--- src/hw/rtl/robst_pkg.sv ---
// Shared types and constants for the ray / oriented box slab test.
// No dependencies; every other file of the block but robst_if imports this package.
`default_nettype none

package robst_pkg;

    // Field widths
    localparam int W_VAL     = 40;  // Q23.16 coordinates and distances
    localparam int W_UNIT    = 18;  // Q1.16 unit vector components
    localparam int W_EPS     = 17;  // parallel threshold
    localparam int W_FAR     = 39;  // far limit register
    localparam int W_CFG_IDX = 3;
    localparam int W_DIFF    = W_VAL + 1;            // center - origin
    localparam int W_PE      = W_DIFF + W_UNIT;      // one product of e
    localparam int W_PF      = 2 * W_UNIT;           // one product of f
    localparam int W_E32     = W_PE + 2;             // sum of three, Q.32
    localparam int W_F32     = W_PF + 2;
    localparam int W_E       = W_E32 - 16;           // e at Q.16
    localparam int W_F       = W_F32 - 16;           // f at Q.16
    localparam int W_NUM     = W_E + 1;              // e + slab bound
    localparam int W_QUO     = W_VAL;                // quotient bits kept

    localparam int QUEUE_DEPTH = 2;

    // Reset values of the configuration registers
    localparam logic signed [W_UNIT-1:0] DIR_X_RST     = 18'sd65536;
    localparam logic        [W_EPS-1:0]  EPS_RST       = 17'd66;
    localparam logic        [W_FAR-1:0]  FAR_LIMIT_RST = 39'd6553600000;

    // Saturation bounds of a distance
    localparam logic signed [W_VAL-1:0] S40_MAX = 40'sh7F_FFFF_FFFF;
    localparam logic signed [W_VAL-1:0] S40_MIN = 40'sh80_0000_0000;

    // Configuration register map
    typedef enum logic [W_CFG_IDX-1:0] {
        CFG_ORIGIN_X  = 3'd0,
        CFG_ORIGIN_Y  = 3'd1,
        CFG_ORIGIN_Z  = 3'd2,
        CFG_DIR_X     = 3'd3,
        CFG_DIR_Y     = 3'd4,
        CFG_DIR_Z     = 3'd5,
        CFG_EPS       = 3'd6,
        CFG_FAR_LIMIT = 3'd7
    } t_cfg_idx;

    // Ray registers seen by the front end
    typedef struct packed {
        logic signed [W_VAL-1:0]  origin_x;
        logic signed [W_VAL-1:0]  origin_y;
        logic signed [W_VAL-1:0]  origin_z;
        logic signed [W_UNIT-1:0] dir_x;
        logic signed [W_UNIT-1:0] dir_y;
        logic signed [W_UNIT-1:0] dir_z;
        logic        [W_EPS-1:0]  eps;
    } t_ray_cfg;

    // One classified slab, handed from front to back
    typedef struct packed {
        logic                    parallel;
        logic                    last;
        logic signed [W_NUM-1:0] num_lo;
        logic signed [W_NUM-1:0] num_hi;
        logic signed [W_F-1:0]   f;
    } t_slab_job;

    typedef enum logic [1:0] {
        F_IDLE,
        F_MUL,
        F_SUM
    } t_front_state;

    typedef enum logic [2:0] {
        B_IDLE,
        B_START1,
        B_WAIT1,
        B_START2,
        B_WAIT2,
        B_UPD,
        B_OUT
    } t_back_state;

endpackage

`default_nettype wire

--- src/hw/rtl/robst_if.sv ---
// Handshake channels of the slab test: slab beats in, box results out.
// Standalone; widths match those of robst_pkg.
`default_nettype none


interface robst_res_if;
    logic               valid;
    logic               ready;
    logic               hit;
    logic signed [39:0] distance;

    modport source (output valid, hit, distance, input ready);
    modport sink   (input valid, hit, distance, output ready);
endinterface

`default_nettype wire

--- src/hw/rtl/robst_div.sv ---
// Iterative signed divider: sat40((num << 16) / f), truncating toward zero,
// two quotient bits a cycle. Depends on robst_pkg.
`default_nettype none

module robst_div (
    input  wire                                i_clk,
    input  wire                                i_rst_n,
    input  wire                                i_start,
    input  wire signed [robst_pkg::W_NUM-1:0]  i_num,
    input  wire signed [robst_pkg::W_F-1:0]    i_f,
    output logic                               o_busy,
    output logic                               o_done,
    output logic signed [robst_pkg::W_VAL-1:0] o_quo
);
    import robst_pkg::*;

    localparam int STEPS  = W_QUO / 2;
    localparam int W_STEP = $clog2(STEPS);

    logic                    r_busy, r_done, r_neg;
    logic [W_STEP-1:0]       r_cnt;
    logic [W_F-1:0]          r_d, r_rem;
    logic [W_QUO-1:0]        r_dvd, r_q;
    logic signed [W_VAL-1:0] r_quo;

    logic [W_NUM-1:0] nmag;
    logic [W_F-1:0]   fmag;
    logic             ovf;
    logic [W_F:0]     t1, t2;
    logic             b1, b2;
    logic [W_F-1:0]   rem1, rem2;
    logic [W_QUO-1:0] q_fin;
    logic signed [W_VAL-1:0] quo_fin;

    // operand magnitudes; the dividend is nmag followed by 16 zero bits
    always_comb begin
        nmag = i_num[W_NUM-1] ? W_NUM'(-i_num) : W_NUM'(i_num);
        fmag = i_f[W_F-1] ? W_F'(-i_f) : W_F'(i_f);
        ovf  = nmag[W_NUM-1 -: W_F] >= fmag;  // quotient needs more than 40 bits
    end

    // two restoring steps
    always_comb begin
        t1   = {r_rem, r_dvd[W_QUO-1]};
        b1   = t1 >= {1'b0, r_d};
        rem1 = b1 ? W_F'(t1 - {1'b0, r_d}) : W_F'(t1);
        t2   = {rem1, r_dvd[W_QUO-2]};
        b2   = t2 >= {1'b0, r_d};
        rem2 = b2 ? W_F'(t2 - {1'b0, r_d}) : W_F'(t2);
        q_fin = {r_q[W_QUO-3:0], b1, b2};
        if (r_neg) begin
            quo_fin = (q_fin > W_QUO'(S40_MIN)) ? S40_MIN : -$signed(q_fin);
        end else begin
            quo_fin = q_fin[W_QUO-1] ? S40_MAX : $signed(q_fin);
        end
    end

    always_ff @(posedge i_clk) begin
        if (!i_rst_n) begin
            r_busy <= 1'b0;
            r_done <= 1'b0;
        end else begin
            r_done <= 1'b0;
            if (i_start) begin
                r_busy <= !ovf;
                r_done <= ovf;
            end else if (r_busy && r_cnt == W_STEP'(STEPS - 1)) begin
                r_busy <= 1'b0;
                r_done <= 1'b1;
            end
        end
    end

    // datapath
    always_ff @(posedge i_clk) begin
        if (i_start) begin
            r_neg <= i_num[W_NUM-1] ^ i_f[W_F-1];
            r_d   <= fmag;
            r_rem <= nmag[W_NUM-1 -: W_F];
            r_dvd <= {nmag[W_NUM-W_F-1:0], 16'd0};
            r_q   <= '0;
            r_cnt <= '0;
            r_quo <= (i_num[W_NUM-1] ^ i_f[W_F-1]) ? S40_MIN : S40_MAX;
        end else if (r_busy) begin
            r_rem <= rem2;
            r_dvd <= {r_dvd[W_QUO-3:0], 2'b00};
            r_q   <= q_fin;
            r_cnt <= r_cnt + 1'b1;
            r_quo <= quo_fin;
        end
    end

    assign o_busy = r_busy;
    assign o_done = r_done;
    assign o_quo  = r_quo;

`ifndef SYNTHESIS
    a_start_when_free: assert property (@(posedge i_clk) disable iff (!i_rst_n)
        i_start |-> !r_busy)
        else $error("divider restarted while busy");
    a_done_one_cycle: assert property (@(posedge i_clk) disable iff (!i_rst_n)
        r_done |=> !r_done)
        else $error("done held more than one cycle");
    a_rem_below_divisor: assert property (@(posedge i_clk) disable iff (!i_rst_n)
        r_busy |-> r_rem < r_d)
        else $error("partial remainder not reduced");
`endif

endmodule

`default_nettype wire

--- src/hw/rtl/robst_back.sv ---
// Back end: pops classified slabs, runs the divisions, keeps the running
// interval and delivers one result beat per box. Depends on robst_pkg,
// robst_div and robst_res_if.
`default_nettype none

module robst_back (
    input  wire                                i_clk,
    input  wire                                i_rst_n,
    input  wire         [robst_pkg::W_FAR-1:0] i_far_limit,
    input  robst_pkg::t_slab_job               i_job,
    input  wire                                i_empty,
    output logic                               o_pop,
    robst_res_if.source                        o_res
);
    import robst_pkg::*;

    t_back_state r_state, n_state;

    t_slab_job               r_job;
    logic signed [W_VAL-1:0] r_t_lo;
    logic signed [W_VAL-1:0] r_near, r_far;
    logic                    r_missed;
    logic                    r_out_valid, r_out_hit;
    logic signed [W_VAL-1:0] r_out_dist;

    logic                    div_start, div_busy, div_done;
    logic signed [W_NUM-1:0] div_num;
    logic signed [W_VAL-1:0] div_quo;
    logic                    out_free, out_load;
    logic signed [W_VAL-1:0] t1, t2, far_n, near_n;

    assign out_free = !r_out_valid || o_res.ready;
    assign div_num  = (r_state == B_START1) ? r_job.num_lo : r_job.num_hi;

    robst_div u_div (
        .i_clk   (i_clk),
        .i_rst_n (i_rst_n),
        .i_start (div_start),
        .i_num   (div_num),
        .i_f     (r_job.f),
        .o_busy  (div_busy),
        .o_done  (div_done),
        .o_quo   (div_quo)
    );

    // next state
    always_comb begin
        n_state = r_state;
        unique case (r_state)
            B_IDLE: begin
                if (!i_empty) begin
                    n_state = (r_missed || i_job.parallel) ? B_UPD : B_START1;
                end
            end
            B_START1: n_state = B_WAIT1;
            B_WAIT1:  if (div_done) n_state = B_START2;
            B_START2: n_state = B_WAIT2;
            B_WAIT2:  if (div_done) n_state = B_UPD;
            B_UPD:    n_state = r_job.last ? B_OUT : B_IDLE;
            B_OUT:    if (out_free) n_state = B_IDLE;
            default:  n_state = B_IDLE;
        endcase
    end

    // outputs
    always_comb begin
        o_pop     = 1'b0;
        div_start = 1'b0;
        out_load  = 1'b0;
        unique case (r_state)
            B_IDLE:   o_pop = !i_empty;
            B_START1: div_start = 1'b1;
            B_WAIT1:  ;
            B_START2: div_start = 1'b1;
            B_WAIT2:  ;
            B_UPD:    ;
            B_OUT:    out_load = out_free;
            default:  ;
        endcase
    end

    always_ff @(posedge i_clk) begin
        if (!i_rst_n) begin
            r_state <= B_IDLE;
        end else begin
            r_state <= n_state;
        end
    end

    always_ff @(posedge i_clk) begin
        if (o_pop) r_job <= i_job;
        if (r_state == B_WAIT1 && div_done) r_t_lo <= div_quo;
    end

    // interval update: entry/exit ordered, then intersected
    always_comb begin
        if (r_t_lo > div_quo) begin
            t1 = div_quo;
            t2 = r_t_lo;
        end else begin
            t1 = r_t_lo;
            t2 = div_quo;
        end
        far_n  = (t2 < r_far) ? t2 : r_far;
        near_n = (t1 > r_near) ? t1 : r_near;
    end

    // box state
    always_ff @(posedge i_clk) begin
        if (!i_rst_n) begin
            r_near   <= '0;
            r_far    <= W_VAL'(FAR_LIMIT_RST);
            r_missed <= 1'b0;
        end else if (out_load) begin
            r_near   <= '0;
            r_far    <= W_VAL'(i_far_limit);
            r_missed <= 1'b0;
        end else if (r_state == B_UPD && !r_missed) begin
            if (r_job.parallel) begin
                if (r_job.num_lo > 0 || r_job.num_hi < 0) r_missed <= 1'b1;
            end else begin
                r_near <= near_n;
                r_far  <= far_n;
                if (far_n < near_n) r_missed <= 1'b1;
            end
        end
    end

    // result beat register
    always_ff @(posedge i_clk) begin
        if (!i_rst_n) begin
            r_out_valid <= 1'b0;
        end else if (out_load) begin
            r_out_valid <= 1'b1;
        end else if (o_res.ready) begin
            r_out_valid <= 1'b0;
        end
    end

    always_ff @(posedge i_clk) begin
        if (out_load) begin
            r_out_hit  <= !r_missed;
            r_out_dist <= r_missed ? '0 : r_near;
        end
    end

    assign o_res.valid    = r_out_valid;
    assign o_res.hit      = r_out_hit;
    assign o_res.distance = r_out_dist;

`ifndef SYNTHESIS
    a_div_start_free: assert property (@(posedge i_clk) disable iff (!i_rst_n)
        div_start |-> !div_busy)
        else $error("division started while divider busy");
    a_load_fills_slot: assert property (@(posedge i_clk) disable iff (!i_rst_n)
        out_load |=> r_out_valid && !r_missed && r_near == '0)
        else $error("box end did not post result and reset state");
    a_miss_zero_dist: assert property (@(posedge i_clk) disable iff (!i_rst_n)
        r_out_valid && !r_out_hit |-> r_out_dist == '0)
        else $error("miss with nonzero distance");
    a_pop_only_idle: assert property (@(posedge i_clk) disable iff (!i_rst_n)
        o_pop |-> r_state == B_IDLE)
        else $error("pop while busy");
`endif

endmodule

`default_nettype wire

--- src/flat_wrapper.sv ---
// flat-port wrapper written by rule: the top's interface ports become plain ports
module robst_back_flat import robst_pkg::*;
  (i_clk, i_rst_n, i_far_limit, i_job, i_empty, o_pop, o_res_valid, o_res_hit, o_res_distance, o_res_ready);
  robst_res_if o_res_i ();
  input  wire i_clk;
  input  wire i_rst_n;
  input  wire         [robst_pkg::W_FAR-1:0] i_far_limit;
  input  robst_pkg::t_slab_job i_job;
  input  wire i_empty;
  output logic o_pop;
  output wire logic [$bits(o_res_i.valid)-1:0] o_res_valid;
  output wire logic [$bits(o_res_i.hit)-1:0] o_res_hit;
  output wire logic [$bits(o_res_i.distance)-1:0] o_res_distance;
  input wire logic [$bits(o_res_i.ready)-1:0] o_res_ready;
  assign o_res_valid = o_res_i.valid;
  assign o_res_hit = o_res_i.hit;
  assign o_res_distance = o_res_i.distance;
  assign o_res_i.ready = o_res_ready;
  robst_back u_core (.i_clk(i_clk), .i_rst_n(i_rst_n), .i_far_limit(i_far_limit), .i_job(i_job), .i_empty(i_empty), .o_pop(o_pop), .o_res(o_res_i));
endmodule
--- config.mk ---
export PLATFORM = sky130hd
export DESIGN_NAME = robst_back_flat
export DESIGN_NICKNAME = d
export VERILOG_FILES = /design/src/hw/rtl/robst_pkg.sv /design/src/hw/rtl/robst_if.sv /design/src/hw/rtl/robst_div.sv /design/src/hw/rtl/robst_back.sv /design/src/flat_wrapper.sv
export SDC_FILE = /design/constraint.sdc
export NUM_CORES = 1
export LEC_CHECK = 0
export CAP_MARGIN = 20
export CORE_MARGIN = 1
export CORE_UTILIZATION = 45
export CTS_CLUSTER_DIAMETER = 120
export DETAILED_ROUTE_END_ITERATION = 16
export DONT_BUFFER_PORTS = 1
export PLACE_DENSITY = 0.61
export SETUP_SLACK_MARGIN = 0.02
export SYNTH_ARGS = -nofsm -noshare
export SYNTH_HDL_FRONTEND = slang
export SYNTH_SLANG_ARGS = --single-unit
--- constraint.sdc ---
create_clock -name i_clk -period 17.6 [get_ports i_clk]
set_input_delay 3.52 -clock i_clk [delete_from_list [all_inputs] [get_ports i_clk]]
set_output_delay 3.52 -clock i_clk [all_outputs]
set_load 0.005 [all_outputs]
==> results.md <==
* Hold Vio Cnt, Final at 0
* Clk_lat worst skew at approximately 0.6 ns
* Layout cells sized above 1 at about 7.0%
* CP startpoint: u_core.r_t_lo[39]$_DFFE_PP_
* Row cnt at 90
* CP Data Arrival Time at 10.31 ns
* Setup_tns at 0 ns
* Most frequent cells in the layout: 395 x nor2_1, 306 x edfxtp_1, 251 x nand2_1
* Htree depth at 2
* Clock Sinks at between 400 and 500
* Gpl congestion at just over 0.9
* Netlist Area Pre-Place at roughly 0.027 mm2
* Max Buffers Root-to-Sink at 3
* DIE WIDTH at between 200 and 250 um
* # port buffers at 0
* Most used cell, CP: ha_1
* Min cycle time layout at approximately 9.8 ns
* Final setup fails at 0
* Sequential share of the synthesized area at 43.01%
* Clock transition at the registers of the reported paths at 0.06 ns
* Routed Antenna Nets at 0
* Total Routing Usage GR at a little under a quarter
* Quantity of gates resized following cts at 0
* Hold_ws at approximately 0.48 ns
* Run status: finished clean
* Core area at 0.06025 mm2
* Wirelength per Cell at 20.44 um
* Die Height at roughly 250 um
* Gr ovfl total at 0
* Initial antenna violation count at 2
* First-pass GRT wire length at 118.1 mm
* DRT Wirelength at between 70 and 80 mm
* IO Pins at just over 200
* Yosys reg bits at 436
* Initial DRC count at roughly 1500
* Pin count of the biggest net entering global routing at between 70 and 80
* Critical Setup Path Class: flop to flop
* Syn Nets at 3304
* Synth Area per Inst at roughly 9.4 um2
* First-pass DRT Iterations at 6
* Crit path launch type: flop
* Post-CTS Setup Inserts at 0
* Worst Path Required at roughly 18 ns
* CP max stage delay at approximately 0.77 ns
* Max-Cap Viols at 0
* Synthesis-to-finish area growth at 9.027%
* CP endpoint kind: flop
* Worst reg2reg path startpoint: u_core.r_t_lo[39]$_DFFE_PP_
* Skew final at 0.03728 ns
* Vias per Instance at ~6
* Number of flops mapped to enable cells by yosys at 306
* RSZ-0062 raised after global routing: false
* Most common cell after layout, fill and taps aside: nor2_1
* Fmax at slightly above 0.1 GHz
* Nets at 3252
* Num CTS Buffers at 50
* CTS Hold Buffers Added at 0
* HPWL after DPL at roughly 57 mm
* Die Area at 0.06192 mm2
* Max-slew headroom at between 20% and 30%
* Max Slew Vio Count at 0
* Warnings from Yosys at 0
* HP Start: u_core.u_div.o_quo[21]$_DFFE_PP_
* Via count at 21631
* HP Class: flop to flop
* Initial Util at between 40 and 50%
* Primary FF master, synth: edfxtp_1
* Count of cell types in the netlist at between 70 and 80
* Clock Tree Root: clkbuf_16
* CP max FO at 78
* Ys async rst share at 0%
* Critical path's slowest cell: o21ai_4
* TritonCTS clock tree: built
* Period utilization at 55.67%
* Post-route DRC at 0
* Vias in the first global route at 21204
* Slew @ Worst Pin at 1.128 ns
* Cells after Synth at just under 3000
[area by class of cell]
| type | instances | area, um2 |
|---|---|---|
| antenna | 1 | 2.502 |
| clock buffer | 60 | 1330 |
| clock inverter | 33 | 382.9 |
| fill | 5540 | 30350 |
| inverter | 199 | 748.2 |
| multi-input combinational | 2148 | 14450 |
| sequential | 436 | 11790 |
| tap | 782 | 978.4 |
| timing repair buffer | 28 | 210.2 |
[sequential cells by signal, indices dropped and copies added (netlist names)]
register,count
u_core.r_job,116
u_core.o_res.distance,40
u_core.r_far,40
u_core.r_near,40
u_core.r_t_lo,40
u_core.u_div.o_quo,40
u_core.u_div.r_q,38
u_core.u_div.r_dvd,24
u_core.u_div.r_d,22
u_core.u_div.r_rem,22
u_core.u_div.r_cnt,5
u_core.r_state,3
u_core.o_res.hit,1
u_core.o_res.valid,1
u_core.r_missed,1
u_core.u_div.o_busy,1
u_core.u_div.o_done,1
u_core.u_div.r_neg,1
[layer usage]
metal | wire length, um | vias to the layer above | global-route usage [%]
li1 | - | 10534 | -
met1 | 32280 | 10251 | 30.11
met2 | 35940 | 700 | 41.02
met3 | 4352 | 144 | 3.814
met4 | 2769 | 2 | 9.618
met5 | 8 | - | 0
[worst paths after layout]
| path | endpoint | slack (ns) | cells past startpoint |
|---|---|---|---|
| setup / recovery | u_core.r_missed$_SDFFE_PP0P_ | 7.80 | 31 |
| hold / removal | u_core.r_t_lo[21]$_DFFE_PP_ | 0.48 | 0 |
| setup reg to reg | u_core.r_missed$_SDFFE_PP0P_ | 7.80 | 31 |
| hold reg to reg | u_core.r_t_lo[21]$_DFFE_PP_ | 0.48 | 0 |
[logic make-up (layout without fill, tap and decap cells)]
family | count (synthesis) | after routing | synth area share (%)
xor+xnor | 102 | 102 | 3.313
other cells | 0 | 1 | 0
mux | 163 | 163 | 6.207
simple gates | 954 | 954 | 15.64
flops | 436 | 436 | 43.01
fa+ha+maj | 230 | 230 | 10.55
buf+inv | 331 | 320 | 4.609
compound gates | 699 | 699 | 16.67
[Yosys cell counts, drive strengths merged (7+ instances only)]
master	count	area share [%]
ha	228	10
mux2i	107	3.9
nand2b	17	0.39
nor2b	19	0.43
a221oi	11	0.35
nor4	22	0.55
or3	16	0.37
a31oi	23	0.52
a21o	63	1.7
mux2	56	2.3
and2	11	0.25
nand2	252	3.5
a22o	33	1.1
xor2	32	1.0
and4	7	0.22
a211oi	56	1.5
a221o	14	0.51
buf	22	0.38
o31ai	53	1.5
nand4	46	1.0
dfxtp	130	9.5
clkbuf	110	1.5
nor2	396	5.4
o21a	18	0.49
o211ai	12	0.33
nor3	76	1.4
edfxtp	306	34
or4	13	0.36
inv	198	2.7
o21ai	163	3.0
xnor2	70	2.3
nand3	41	0.75
and3	14	0.32
a21oi	180	3.3
[per-stage QoR]
stage | util (%) | setup WS [ns] | instance area, um2 | std cells
CTS | 49.61 | 7.949 | 29890 | 3686
finish | 49.62 | 7.801 | 29890 | 3687
global route | 49.61 | 7.274 | 29890 | 3686
floorplan | - | 4.282 | 27420 | 2915
global placement | 46.77 | 8.017 | 28180 | 3593
detailed placement | 46.77 | 7.973 | 28180 | 3593
[worst max-delay path, delay by kind of cell (launching register included)]
family	cells	cell delay [ns]
buffers and inverters	3	1.27
xor gates and xnor gates	1	0.71
muxes	1	0.14
AOI/OAI and AO/OA	13	3.49
DFF	1	0.42
and+or+nand+nor	10	2.63
adders and majority gates	3	1.00
Power is left out: the tool's default activity adds up to more than one toggle a clock period on the data nets, which glitch-free logic cannot reach.
